===== config.mk =====
export PLATFORM = sky130hd
export DESIGN_NAME = tea_cbc_encrypt_unit_flat
export DESIGN_NICKNAME = d
export VERILOG_FILES = /design/src/tcbc_pkg.sv /design/src/tcbc_if.sv /design/src/tcbc_front.sv /design/src/tcbc_core.sv /design/src/tea_cbc_encrypt_unit.sv /design/src/flat_wrapper.sv
export SDC_FILE = /design/constraint.sdc
export NUM_CORES = 1
export LEC_CHECK = 0
export ABC_AREA = 1
export BUFFER_PORTS_ARGS = -buffer_cell sky130_fd_sc_hd__buf_2
export CORE_ASPECT_RATIO = 0.5
export CORE_MARGIN = 3
export CORE_UTILIZATION = 30
export CTS_CLUSTER_DIAMETER = 150
export CTS_CLUSTER_SIZE = 24
export DETAILED_ROUTE_END_ITERATION = 6
export PLACE_DENSITY = 0.51
export SYNTH_ARGS = -nofsm -noshare
export SYNTH_HDL_FRONTEND = slang
export SYNTH_SLANG_ARGS = --single-unit

===== constraint.sdc =====
create_clock -name clk -period 7.2 [get_ports clk]
set_input_delay 0 -clock clk [delete_from_list [all_inputs] [get_ports clk]]
set_output_delay 0 -clock clk [all_outputs]
set_load 0.03 [all_outputs]

===== src/tcbc_pkg.sv =====
// Shared types, constants and the TEA round function of the TEA CBC encryption unit.
`default_nettype none

package tcbc_pkg;

  localparam int unsigned WORD_W = 32;
  localparam int unsigned ROUNDS = 32;
  localparam int unsigned CNT_W  = (ROUNDS > 1) ? $clog2(ROUNDS) : 1;
  localparam int unsigned QDEPTH = 2;
  localparam int unsigned QIDX_W = (QDEPTH > 1) ? $clog2(QDEPTH) : 1;
  localparam int unsigned QCNT_W = $clog2(QDEPTH + 1);
  localparam int unsigned NKEYS  = 4;
  localparam int unsigned CFG_IDX_W = $clog2(NKEYS);

  typedef logic [WORD_W-1:0] word_t;

  localparam word_t TEA_DELTA = 32'h9e37_79b9;

  typedef enum logic [CFG_IDX_W-1:0] {
    CFG_KEY0 = 2'd0,
    CFG_KEY1 = 2'd1,
    CFG_KEY2 = 2'd2,
    CFG_KEY3 = 2'd3
  } cfg_idx_t;

  typedef word_t [NKEYS-1:0] key_t;

  typedef struct packed {
    word_t plain_a;
    word_t plain_b;
    logic  first;
  } item_t;

  typedef struct packed {
    word_t a;
    word_t b;
  } word_pair_t;

  typedef struct packed {
    logic [QCNT_W-1:0] count;
    logic              full;
  } q_stat_t;

  typedef struct packed {
    logic busy;
    logic holding;
  } core_stat_t;

  // One full TEA round: word a is updated first, and the new a feeds word b.
  function automatic word_pair_t tea_round(word_t a, word_t b, word_t sum, key_t k);
    word_pair_t res;
    word_t      na;
    word_t      nb;
    na = a + (((b << 4) + k[0]) ^ (b + sum) ^ ((b >> 5) + k[1]));
    nb = b + (((na << 4) + k[2]) ^ (na + sum) ^ ((na >> 5) + k[3]));
    res.a = na;
    res.b = nb;
    return res;
  endfunction

endpackage

`default_nettype wire


===== src/tcbc_if.sv =====
// Valid/ready channel interfaces for plaintext blocks and ciphertext results.
`default_nettype none

interface tcbc_in_if;
  logic                 valid;
  logic                 ready;
  tcbc_pkg::word_t      plain_word_a;
  tcbc_pkg::word_t      plain_word_b;
  logic                 first_block;

  modport source (output valid, output plain_word_a, output plain_word_b,
                  output first_block, input ready);
  modport sink   (input valid, input plain_word_a, input plain_word_b,
                  input first_block, output ready);
endinterface

interface tcbc_out_if;
  logic                 valid;
  logic                 ready;
  tcbc_pkg::word_t      cipher_word_a;
  tcbc_pkg::word_t      cipher_word_b;

  modport source (output valid, output cipher_word_a, output cipher_word_b, input ready);
  modport sink   (input valid, input cipher_word_a, input cipher_word_b, output ready);
endinterface

`default_nettype wire


===== src/tcbc_front.sv =====
// Front end: takes plaintext block transfers into a short queue ahead of the round engine.
`default_nettype none

module tcbc_front (
  input  wire logic              clk,
  input  wire logic              rst_n,
  tcbc_in_if.sink                in_ch,
  output tcbc_pkg::item_t        q_item,
  output logic                   q_valid,
  input  wire logic              q_pop,
  output tcbc_pkg::q_stat_t      q_stat
);

  tcbc_pkg::item_t                 mem_r [tcbc_pkg::QDEPTH];
  logic [tcbc_pkg::QIDX_W-1:0]     wr_ptr_r, wr_ptr_nxt;
  logic [tcbc_pkg::QIDX_W-1:0]     rd_ptr_r, rd_ptr_nxt;
  logic [tcbc_pkg::QCNT_W-1:0]     count_r, count_nxt;
  logic                            push;
  logic                            pop;
  tcbc_pkg::item_t                 in_item;

  assign in_ch.ready = (count_r != tcbc_pkg::QCNT_W'(tcbc_pkg::QDEPTH));
  assign push        = in_ch.valid && in_ch.ready;
  assign pop         = q_pop && q_valid;

  // Only bit 0 of the flag exists on the port; the flag is stored as is.
  assign in_item.plain_a = in_ch.plain_word_a;
  assign in_item.plain_b = in_ch.plain_word_b;
  assign in_item.first   = in_ch.first_block;

  assign q_valid      = (count_r != '0);
  assign q_item       = mem_r[rd_ptr_r];
  assign q_stat.count = count_r;
  assign q_stat.full  = !in_ch.ready;

  always_comb begin
    wr_ptr_nxt = wr_ptr_r;
    rd_ptr_nxt = rd_ptr_r;
    count_nxt  = count_r;
    if (push) begin
      wr_ptr_nxt = (wr_ptr_r == tcbc_pkg::QIDX_W'(tcbc_pkg::QDEPTH - 1)) ? '0
                   : wr_ptr_r + 1'b1;
    end
    if (pop) begin
      rd_ptr_nxt = (rd_ptr_r == tcbc_pkg::QIDX_W'(tcbc_pkg::QDEPTH - 1)) ? '0
                   : rd_ptr_r + 1'b1;
    end
    if (push && !pop) begin
      count_nxt = count_r + 1'b1;
    end else if (pop && !push) begin
      count_nxt = count_r - 1'b1;
    end
  end

  always_ff @(posedge clk) begin
    if (!rst_n) begin
      wr_ptr_r <= '0;
      rd_ptr_r <= '0;
      count_r  <= '0;
    end else begin
      wr_ptr_r <= wr_ptr_nxt;
      rd_ptr_r <= rd_ptr_nxt;
      count_r  <= count_nxt;
    end
  end

  always_ff @(posedge clk) begin
    if (push) begin
      mem_r[wr_ptr_r] <= in_item;
    end
  end

endmodule

`default_nettype wire


===== src/tcbc_core.sv =====
// Back end: chaining, the iterated TEA round unit and the result register.
`default_nettype none

module tcbc_core (
  input  wire logic              clk,
  input  wire logic              rst_n,
  input  wire tcbc_pkg::item_t   q_item,
  input  wire logic              q_valid,
  output logic                   q_pop,
  input  wire tcbc_pkg::key_t    key,
  tcbc_out_if.source             out_ch,
  output tcbc_pkg::core_stat_t   core_stat
);

  typedef enum logic [1:0] {
    ST_IDLE,
    ST_RUN,
    ST_HOLD
  } state_t;

  state_t                        state_r, state_nxt;
  tcbc_pkg::word_t               a_r, a_nxt;
  tcbc_pkg::word_t               b_r, b_nxt;
  tcbc_pkg::word_t               sum_r, sum_nxt;
  logic [tcbc_pkg::CNT_W-1:0]    cnt_r, cnt_nxt;
  tcbc_pkg::word_t               chain_a_r, chain_a_nxt;
  tcbc_pkg::word_t               chain_b_r, chain_b_nxt;
  tcbc_pkg::word_t               out_a_r, out_a_nxt;
  tcbc_pkg::word_t               out_b_r, out_b_nxt;
  logic                          out_valid_r, out_valid_nxt;
  tcbc_pkg::word_pair_t          round;
  tcbc_pkg::word_pair_t          fin;
  logic                          finish;
  logic                          try_load;
  logic                          out_free;
  logic                          last_round;

  assign round      = tcbc_pkg::tea_round(a_r, b_r, sum_r, key);
  assign out_free   = !out_valid_r || out_ch.ready;
  assign last_round = (cnt_r == tcbc_pkg::CNT_W'(tcbc_pkg::ROUNDS - 1));

  always_comb begin
    state_nxt     = state_r;
    a_nxt         = a_r;
    b_nxt         = b_r;
    sum_nxt       = sum_r;
    cnt_nxt       = cnt_r;
    chain_a_nxt   = chain_a_r;
    chain_b_nxt   = chain_b_r;
    out_a_nxt     = out_a_r;
    out_b_nxt     = out_b_r;
    out_valid_nxt = out_valid_r;
    q_pop         = 1'b0;
    finish        = 1'b0;
    try_load      = 1'b0;
    fin.a         = a_r;
    fin.b         = b_r;

    if (out_valid_r && out_ch.ready) begin
      out_valid_nxt = 1'b0;
    end

    unique case (state_r)
      ST_IDLE: begin
        try_load = 1'b1;
      end
      ST_RUN: begin
        a_nxt   = round.a;
        b_nxt   = round.b;
        sum_nxt = sum_r + tcbc_pkg::TEA_DELTA;
        cnt_nxt = cnt_r + 1'b1;
        if (last_round) begin
          if (out_free) begin
            finish   = 1'b1;
            fin      = round;
            try_load = 1'b1;
          end else begin
            state_nxt = ST_HOLD;
          end
        end
      end
      ST_HOLD: begin
        if (out_free) begin
          finish   = 1'b1;
          try_load = 1'b1;
        end
      end
      default: begin
        state_nxt = ST_IDLE;
      end
    endcase

    if (finish) begin
      out_a_nxt     = fin.a;
      out_b_nxt     = fin.b;
      out_valid_nxt = 1'b1;
      chain_a_nxt   = fin.a;
      chain_b_nxt   = fin.b;
      state_nxt     = ST_IDLE;
    end

    // A waiting block starts in the same cycle as the previous one finishes.
    if (try_load && q_valid) begin
      q_pop     = 1'b1;
      a_nxt     = q_item.plain_a ^ (q_item.first ? '0 : chain_a_nxt);
      b_nxt     = q_item.plain_b ^ (q_item.first ? '0 : chain_b_nxt);
      sum_nxt   = tcbc_pkg::TEA_DELTA;
      cnt_nxt   = '0;
      state_nxt = ST_RUN;
    end
  end

  always_ff @(posedge clk) begin
    if (!rst_n) begin
      state_r     <= ST_IDLE;
      cnt_r       <= '0;
      chain_a_r   <= '0;
      chain_b_r   <= '0;
      out_valid_r <= 1'b0;
    end else begin
      state_r     <= state_nxt;
      cnt_r       <= cnt_nxt;
      chain_a_r   <= chain_a_nxt;
      chain_b_r   <= chain_b_nxt;
      out_valid_r <= out_valid_nxt;
    end
    a_r     <= a_nxt;
    b_r     <= b_nxt;
    sum_r   <= sum_nxt;
    out_a_r <= out_a_nxt;
    out_b_r <= out_b_nxt;
  end

  assign out_ch.valid         = out_valid_r;
  assign out_ch.cipher_word_a = out_a_r;
  assign out_ch.cipher_word_b = out_b_r;

  assign core_stat.busy    = (state_r != ST_IDLE);
  assign core_stat.holding = (state_r == ST_HOLD);

endmodule

`default_nettype wire


===== src/tea_cbc_encrypt_unit.sv =====
// Top level of the TEA CBC encryption unit: key registers, front queue and round engine.
`default_nettype none

// This unit encrypts 64-bit blocks with TEA in CBC mode, starting from an all-zero
// chaining value. Each transfer on in_ch carries two 32-bit plaintext words and a
// first_block flag; a set flag clears the chaining words before that block, so it
// starts a new message. Each word is XORed with the matching word of the previous
// ciphertext and then goes through 32 TEA rounds under the 128-bit key held in four
// registers, written through the cfg_ port (index 0 to 3 selects key word 0 to 3;
// they reset to zero and should only be written while the unit is idle). The two
// ciphertext words leave as one transfer on out_ch and are kept for chaining. One
// round unit is used 32 times per block, one round per clock. A two-entry queue in front
// of the engine and the result register behind it let both sides stall independently:
// the next block is taken while the engine works and while a result still waits.

module tea_cbc_encrypt_unit (
  input  wire logic                                 clk,
  input  wire logic                                 rst_n,
  tcbc_in_if.sink                                   in_ch,
  tcbc_out_if.source                                out_ch,
  input  wire logic                                 cfg_we,
  input  wire logic [tcbc_pkg::CFG_IDX_W-1:0]       cfg_idx,
  input  wire tcbc_pkg::word_t                      cfg_wdata
);

  tcbc_pkg::key_t        key_r, key_nxt;
  tcbc_pkg::item_t       q_item;
  logic                  q_valid;
  logic                  q_pop;
  tcbc_pkg::q_stat_t     q_stat;
  tcbc_pkg::core_stat_t  core_stat;

  // Key register file. Every index of the port maps onto one key word.
  always_comb begin
    key_nxt = key_r;
    if (cfg_we) begin
      unique case (tcbc_pkg::cfg_idx_t'(cfg_idx))
        tcbc_pkg::CFG_KEY0: key_nxt[0] = cfg_wdata;
        tcbc_pkg::CFG_KEY1: key_nxt[1] = cfg_wdata;
        tcbc_pkg::CFG_KEY2: key_nxt[2] = cfg_wdata;
        tcbc_pkg::CFG_KEY3: key_nxt[3] = cfg_wdata;
        default: key_nxt = key_r;
      endcase
    end
  end

  always_ff @(posedge clk) begin
    if (!rst_n) begin
      key_r <= '0;
    end else begin
      key_r <= key_nxt;
    end
  end

  // The front queue accepts blocks while the engine is still busy.
  tcbc_front u_front (
    .clk     (clk),
    .rst_n   (rst_n),
    .in_ch   (in_ch),
    .q_item  (q_item),
    .q_valid (q_valid),
    .q_pop   (q_pop),
    .q_stat  (q_stat)
  );

  // The engine applies chaining, runs the rounds and holds the result.
  tcbc_core u_core (
    .clk       (clk),
    .rst_n     (rst_n),
    .q_item    (q_item),
    .q_valid   (q_valid),
    .q_pop     (q_pop),
    .key       (key_r),
    .out_ch    (out_ch),
    .core_stat (core_stat)
  );

  // The queue never holds more blocks than it has entries.
  a_queue_bound: assert property (@(posedge clk) disable iff (!rst_n)
    q_stat.count <= tcbc_pkg::QCNT_W'(tcbc_pkg::QDEPTH))
    else $error("queue count exceeds its depth");

  // Input is only held off when the queue is full.
  a_ready_when_room: assert property (@(posedge clk) disable iff (!rst_n)
    !in_ch.ready |-> q_stat.count == tcbc_pkg::QCNT_W'(tcbc_pkg::QDEPTH))
    else $error("input stalled while the queue has room");

  // An idle engine picks up a waiting block in the next cycle.
  a_no_idle_with_work: assert property (@(posedge clk) disable iff (!rst_n)
    (q_stat.count != '0 && !core_stat.busy) |=> core_stat.busy)
    else $error("engine stayed idle with a block waiting");

  // While the engine holds a finished block, the result register is occupied.
  a_hold_means_full: assert property (@(posedge clk) disable iff (!rst_n)
    core_stat.holding |-> out_ch.valid)
    else $error("engine holding a result with an empty output register");

endmodule

`default_nettype wire

===== src/flat_wrapper.sv =====
// flat-port wrapper written by rule: the top's interface ports become plain ports
module tea_cbc_encrypt_unit_flat 
  (clk, rst_n, cfg_we, cfg_idx, cfg_wdata, in_ch_valid, in_ch_plain_word_a, in_ch_plain_word_b, in_ch_first_block, in_ch_ready, out_ch_valid, out_ch_cipher_word_a, out_ch_cipher_word_b, out_ch_ready);
  tcbc_in_if in_ch_i ();
  tcbc_out_if out_ch_i ();
  input  wire logic clk;
  input  wire logic rst_n;
  input  wire logic cfg_we;
  input  wire logic [tcbc_pkg::CFG_IDX_W-1:0] cfg_idx;
  input  wire tcbc_pkg::word_t cfg_wdata;
  input wire logic [$bits(in_ch_i.valid)-1:0] in_ch_valid;
  input wire logic [$bits(in_ch_i.plain_word_a)-1:0] in_ch_plain_word_a;
  input wire logic [$bits(in_ch_i.plain_word_b)-1:0] in_ch_plain_word_b;
  input wire logic [$bits(in_ch_i.first_block)-1:0] in_ch_first_block;
  output wire logic [$bits(in_ch_i.ready)-1:0] in_ch_ready;
  output wire logic [$bits(out_ch_i.valid)-1:0] out_ch_valid;
  output wire logic [$bits(out_ch_i.cipher_word_a)-1:0] out_ch_cipher_word_a;
  output wire logic [$bits(out_ch_i.cipher_word_b)-1:0] out_ch_cipher_word_b;
  input wire logic [$bits(out_ch_i.ready)-1:0] out_ch_ready;
  assign in_ch_i.valid = in_ch_valid;
  assign in_ch_i.plain_word_a = in_ch_plain_word_a;
  assign in_ch_i.plain_word_b = in_ch_plain_word_b;
  assign in_ch_i.first_block = in_ch_first_block;
  assign in_ch_ready = in_ch_i.ready;
  assign out_ch_valid = out_ch_i.valid;
  assign out_ch_cipher_word_a = out_ch_i.cipher_word_a;
  assign out_ch_cipher_word_b = out_ch_i.cipher_word_b;
  assign out_ch_i.ready = out_ch_ready;
  tea_cbc_encrypt_unit u_core (.clk(clk), .rst_n(rst_n), .in_ch(in_ch_i), .out_ch(out_ch_i), .cfg_we(cfg_we), .cfg_idx(cfg_idx), .cfg_wdata(cfg_wdata));
endmodule

### Word level (Yosys, flattened, before mapping)

Memory sizes are Yosys's and may differ from the RTL's. A register that Yosys moved wholly into a read port is not among the register bits.
Index checks and enable logic that the tools add are counted.

* register bits: 364
* RAM bits: 130
* input bits: 104
* output and inout port bits: 66
* logic and storage cells: 109
* memories: 1

* add/sub/neg operators: 14
* eq/ne operators: 12
* multiplexer cells: 31
* bitwise operators: 8
* reductions and logical operators: 25

Memory list
* u_core.u_front.mem_r: words 2, width 65, read ports 1, clocked after memory_dff 1, wr ports 1, RTL line tcbc_front.sv:14 `tcbc_pkg::item_t mem_r [tcbc_pkg::QDEPTH];`

Operators with widths (count)
* $mux 32: 8
* $add 32x32->32: 6
* $mux 64: 3
* $xor 32x32->32: 6
* $add 27x32->32: 2
* $add 32x32->32 const B: 1
* $mux 1: 13
* $mux 2: 4
* $ne 4x4->1 const B: 2
* $reduce_and 2->1: 4
* $reduce_bool 2->1: 4
* $eq 2x2->1 const B: 3
* $logic_and 1x1->1: 6
* $ne 2x2->1 const B: 3
* $reduce_and 3->1: 2
* $add 5x1->5 const B: 1
* $eq 5x5->1 const B: 1
* $eq 2x1->1 const B: 2
* $logic_not 2->1: 2
* $pmux 2 s2: 1
* $reduce_or 2->1: 2
* $logic_not 1->1: 3
* $ne 3x1->1 const B: 1
* $pmux 1 s3: 1
* other kinds (7): 9

### Logic depth before layout (Yosys ltp)

* depth in word-level cells: 15
* mapped depth: 61
* depth with buffers taken out: 61

### By module

From an unflattened synthesis, not the netlist that was laid out.

* cell total of the unflattened synthesis: 4300
* area total of the unflattened synthesis: 34389.2 um^2

Modules (own cells, without submodules)
* tcbc_core: instances 1, cells each 3241, area an instance 23949.2 um^2, seq. area each 5925.7 um^2
* tea_cbc_encrypt_unit: instances 1, cells each 819, area an instance 5295.1 um^2, seq. area each 2562.5 um^2
* tcbc_front: instances 1, cells each 240, area an instance 5144.9 um^2, seq. area each 4003.8 um^2

### Least setup slack after synthesis

No wires, ideal clock.

* path kind: register to register
* start: register u_core.u_core.b_r[5]
* end: register u_core.u_core.b_r[31], data pin
* library setup time: 0.252 ns
* arrival time: 7.387 ns
* data required time: 6.948 ns
* path slack: -0.439 ns
* cell stages (with the launch flop): 60
* buffers on the path: 0
* clock period less this slack: 7.639 ns
* path through: edfxtp_1 -> ha_1 -> inv_1 -> fa_1 -> o21ai_2 -> nand2_1 -> o211ai_2 -> a21boi_1 -> o21ai_2 -> a21boi_2 -> o21ai_2 -> a21oi_2 -> o21ai_2 -> nand3_1 -> nand2_1 -> xnor2_1 -> xor2_1 -> xor2_1 -> [24 not listed] -> inv_1 -> ha_1 -> inv_1 -> nor3_1 -> inv_1 -> o21ai_0 -> a31oi_1 -> o21ai_0 -> xor2_1 -> nand3_1 -> nand3_2 -> nand3_2 -> nand2_1 -> nand2_1 -> nand2_1 -> nand2_1 -> nand2_1 -> nand2_1

* longest elaborated chain between the ends: 15
* elaborated cells between the ends (all ways): 20
* those cells by class: 8 x add/sub; 7 x mux; 5 x bitwise

RTL lines
* from (decl): RTL line tcbc_core.sv:23 `tcbc_pkg::word_t b_r, b_nxt;`
* from (signal assigned): RTL line tcbc_core.sv:128 `b_r <= b_nxt;`
* $add 32x32->32: RTL line tcbc_pkg.sv:54 `na = a + (((b << 4) + k[0]) ^ (b + sum) ^ ((b >> 5) + k[1]));`
* $xor 32x32->32 (2 in series): RTL line tcbc_pkg.sv:54
* $add 32x32->32: RTL line tcbc_pkg.sv:54
* $add 32x32->32: RTL line tcbc_pkg.sv:55 `nb = b + (((na << 4) + k[2]) ^ (na + sum) ^ ((na >> 5) + k[3]));`
* $xor 32x32->32 (2 in series): RTL line tcbc_pkg.sv:55
* $add 32x32->32 (*): RTL line tcbc_pkg.sv:55
* $mux 64: RTL line tcbc_core.sv:73 `if (out_free) begin`
* $mux 64: RTL line tcbc_core.sv:72 `if (last_round) begin`
* $mux 64: RTL line tcbc_core.sv:63 `unique case (state_r)`
* $mux 32: RTL line tcbc_core.sv:93 `if (finish) begin`
* $mux 32: RTL line tcbc_core.sv:106 `b_nxt = q_item.plain_b ^ (q_item.first ? '0 : chain_b_nxt);`
* $xor 32x32->32: RTL line tcbc_core.sv:106
* $mux 32 (*): RTL line tcbc_core.sv:103 `if (try_load && q_valid) begin`
* via u_core.u_core.b_nxt[31]: RTL line tcbc_core.sv:23

Mark *: on every way through the listed nets, which the timed path passes. The rest lies on a longest branch. The select of a mux whose other input is x is not followed.
A chain may end at the register's enable or synchronous reset.

### Worst setup path in the final report

* start: register u_core.u_core.b_r[0]
* end: register u_core.u_core.b_r[31], data pin

The elaborated chain is that of the path after synthesis.

==> flow_summary.toml <==
[timing]
finalWorstSetupSlack_ns = -1.17
hold_violations = 0
worst_slew_pin_slew_ns = 1.08
period_share = 1.16
max_clock_freq_ghz = 0.119
finalSetupViolations = 59
rsz0062_at_grt = "true"
drv_slew = 0
slew_headroom = 0.278
clock_skew_ns = 0.0569
fin_crit_ns = 8.37
hold_ws_ns = 0.0314

[hold_path]
hold_path.startpoint = "rst_n"
hold_class = "in -> reg"

[logic_synthesis]
yosys.cell_count.top_type = "nand2_1"
syn-num-nets = 4296
synthTopCellsByCount = "705 x nand2_1, 400 x inv_1, 330 x o21ai_0, 325 x a21oi_1, 309 x nor2_1"
synthCells = 3930
synth_edf_count = 258
syn_avg_cell_area_um2 = 8.27
synth_seq_cells = 495
ys_types = 61
synthFlopType = "edfxtp_1"
syn-cell-area_um2 = 32500
synth_seq_area_share = 0.384
synth_warnings = 0
synth_top_cell_by_area = "edfxtp_1"
synth.area.top_cells = "edfxtp_1 24%, dfxtp_1 15%, ha_1 9.8%"
synth_top_area_share = 0.238
async_flop_share = 0

[floorplanning]
core-area_um2 = 106000
io_pins = 170
die_y_um = 239
start_util = 0.306
die-area_um2 = 113000
fp-row-count = 84
die_width_um = 472

[route]
vias = 32141
wl_um = 137000
firstDrtPassIters = 6
ant_nets = 0
drt-initial-drc-count = 2538
via_per_inst = 4.89
avgRoutedWirePerCell_um = 20.9
route.detailed.drc = 0

[final_layout]
fillers = 10236
n_antenna_cell = 0
layout-drive-gt1-share = 0.351
seq_area_um2 = 12500
nNetsFinal = 5506
multi_input_comb_area_um2 = 21300
utilization = 0.449
finalInstanceArea_um2 = 47700
area_growth_pct = 46.6

[clock_tree]
clockBufferDepth = 3
cts_made_buffers = 24
cts_tree = "done"
clk_pin_slew_ns = 0.11
cts.sinks = 495
root_buffer = "clkbuf_16"
cts-htree-levels = 1
clk_latency_ns = 0.68

[setup_path]
worstSetupEndpointType = "register"
max_stage_delay_ns = 0.46
cp_slowest_cell = "edfxtp_1"
cp.required_ns = 7.61
critPathLaunchType = "register"
crit_top_cell = "nand2_1"
crit_type = "reg -> reg"
critPathLaunch = "u_core.u_core.b_r[0]"
crit_arrival_ns = 8.79
r2r-start = "u_core.u_core.b_r[0]"
cp_max_fo = 4

[outcome]
failed_checks = "setup timing"
status = "finished with violations"

[global_route]
grtUsageTotal = 0.232
antenna_found_initial = 5
grt_overflow = 0
grt_pass1_wl_um = 194000
grt_pass1_vias = 30107
grt_max_degree = 67

[run]
drv_cap = 0

[place]
gp_congestion = 0.946
place_area_um2 = 41700
port_buffers = 169
hpwl_um = 105000
-- worst paths after layout --
path / endpoint / slack, ns / depth (start not counted)
hold reg to reg: register / 0.45 / 1
hold / removal: u_core.key_r[79] / 0.03 / 4
setup / recovery: u_core.u_core.b_r[31] / -1.17 / 55
setup reg to reg: u_core.u_core.b_r[31] / -1.17 / 55
-- what timing repair did --
action	4_1_cts	5_1_grt
hold buffers	99	0
gates resized for setup	291	411
pin swaps	148	192
endpoints found under the hold margin	261	0
setup endpoints to repair	70	73
buffers inserted	58	74
-- logic make-up (layout without fill, tap and decap cells) --
kind of cell | count (synthesis) | in the layout | share of synthesized area
buf+inv | 521 | 1744 | 0.0606
xor+xnor | 396 | 396 | 0.107
mux | 89 | 89 | 0.0274
simple gates | 1301 | 1301 | 0.168
fa+ha+maj | 262 | 262 | 0.103
compound gates | 866 | 866 | 0.151
flops | 495 | 495 | 0.384
-- state kept, by name (all words and copies together) (netlist names), named ones only --
name                                cells
u_core.key_r                          128
u_core.u_core.a_r                      32
u_core.u_core.b_r                      32
u_core.u_core.chain_a_r                32
u_core.u_core.chain_b_r                32
u_core.u_core.cnt_r                     5
u_core.u_core.out_ch.cipher_word_a     32
u_core.u_core.out_ch.cipher_word_b     32
u_core.u_core.out_ch.valid              1
u_core.u_core.state_r                   2
u_core.u_core.sum_r                    32
u_core.u_front.count_r                  2
u_core.u_front.mem_r                  130
u_core.u_front.rd_ptr_r                 1
u_core.u_front.wr_ptr_r                 1
-- layout by cell type, fill, tap and decap left out, types with 45 or more instances in the layout --
cell	count
nand3_1	112
o21ai_0	270
a21oi_2	76
ha_1	181
nand2_2	65
mux2i_1	89
nor2_1	291
ha_4	67
inv_1	353
nand2_1	631
dfxtp_1	236
buf_4	961
a21oi_1	246
dlygate4sd3_1	99
xor2_1	209
buf_2	168
inv_2	45
o21ai_2	59
buf_6	68
xnor2_1	104
o21ai_1	46
edfxtp_1	258
-- cell type report --
cell class	count	share of cell area
Clock buffer	37	0.0136
Multi-Input combinational cell	2914	0.447
Inverter	408	0.0326
Clock inverter	2	0.000866
Timing Repair Buffer	1297	0.206
Tap cell	1419	0.0372
Sequential cell	495	0.262
-- layer usage --
layer | up-vias | track usage | routed length, µm
met1 | 15499 | 0.372 | 70500
met4 | 0 | 0.0262 | 1590
met5 | - | 0 | 0
met2 | 976 | 0.327 | 54700
li1 | 15575 | - | -
met3 | 91 | 0.0375 | 10300
-- worst max-delay path: cells and delay by family (launching register included) --
kind | cells | cell delay, ns
compound gates | 18 | 2.59
simple gates | 22 | 2.10
fa+ha+maj | 5 | 1.47
xor+xnor | 5 | 1.03
buf+inv | 5 | 0.51
flops | 1 | 0.46
-- through the flow --
stage / std cells / setup WS [ns] / setup TNS (ns)
global route: 6572 / -1.55 / -51.86
CTS: 6511 / -1.16 / -29.02
floorplan: 3930 / -0.197 / -0.197
global placement: 6315 / -2.00 / -87.39
finish: 6572 / -1.17 / -33.18
detailed placement: 6315 / -1.97 / -86.93
Power is not shown: default switching activity piles up to over one toggle a cycle in this logic, so the estimate is an artifact.
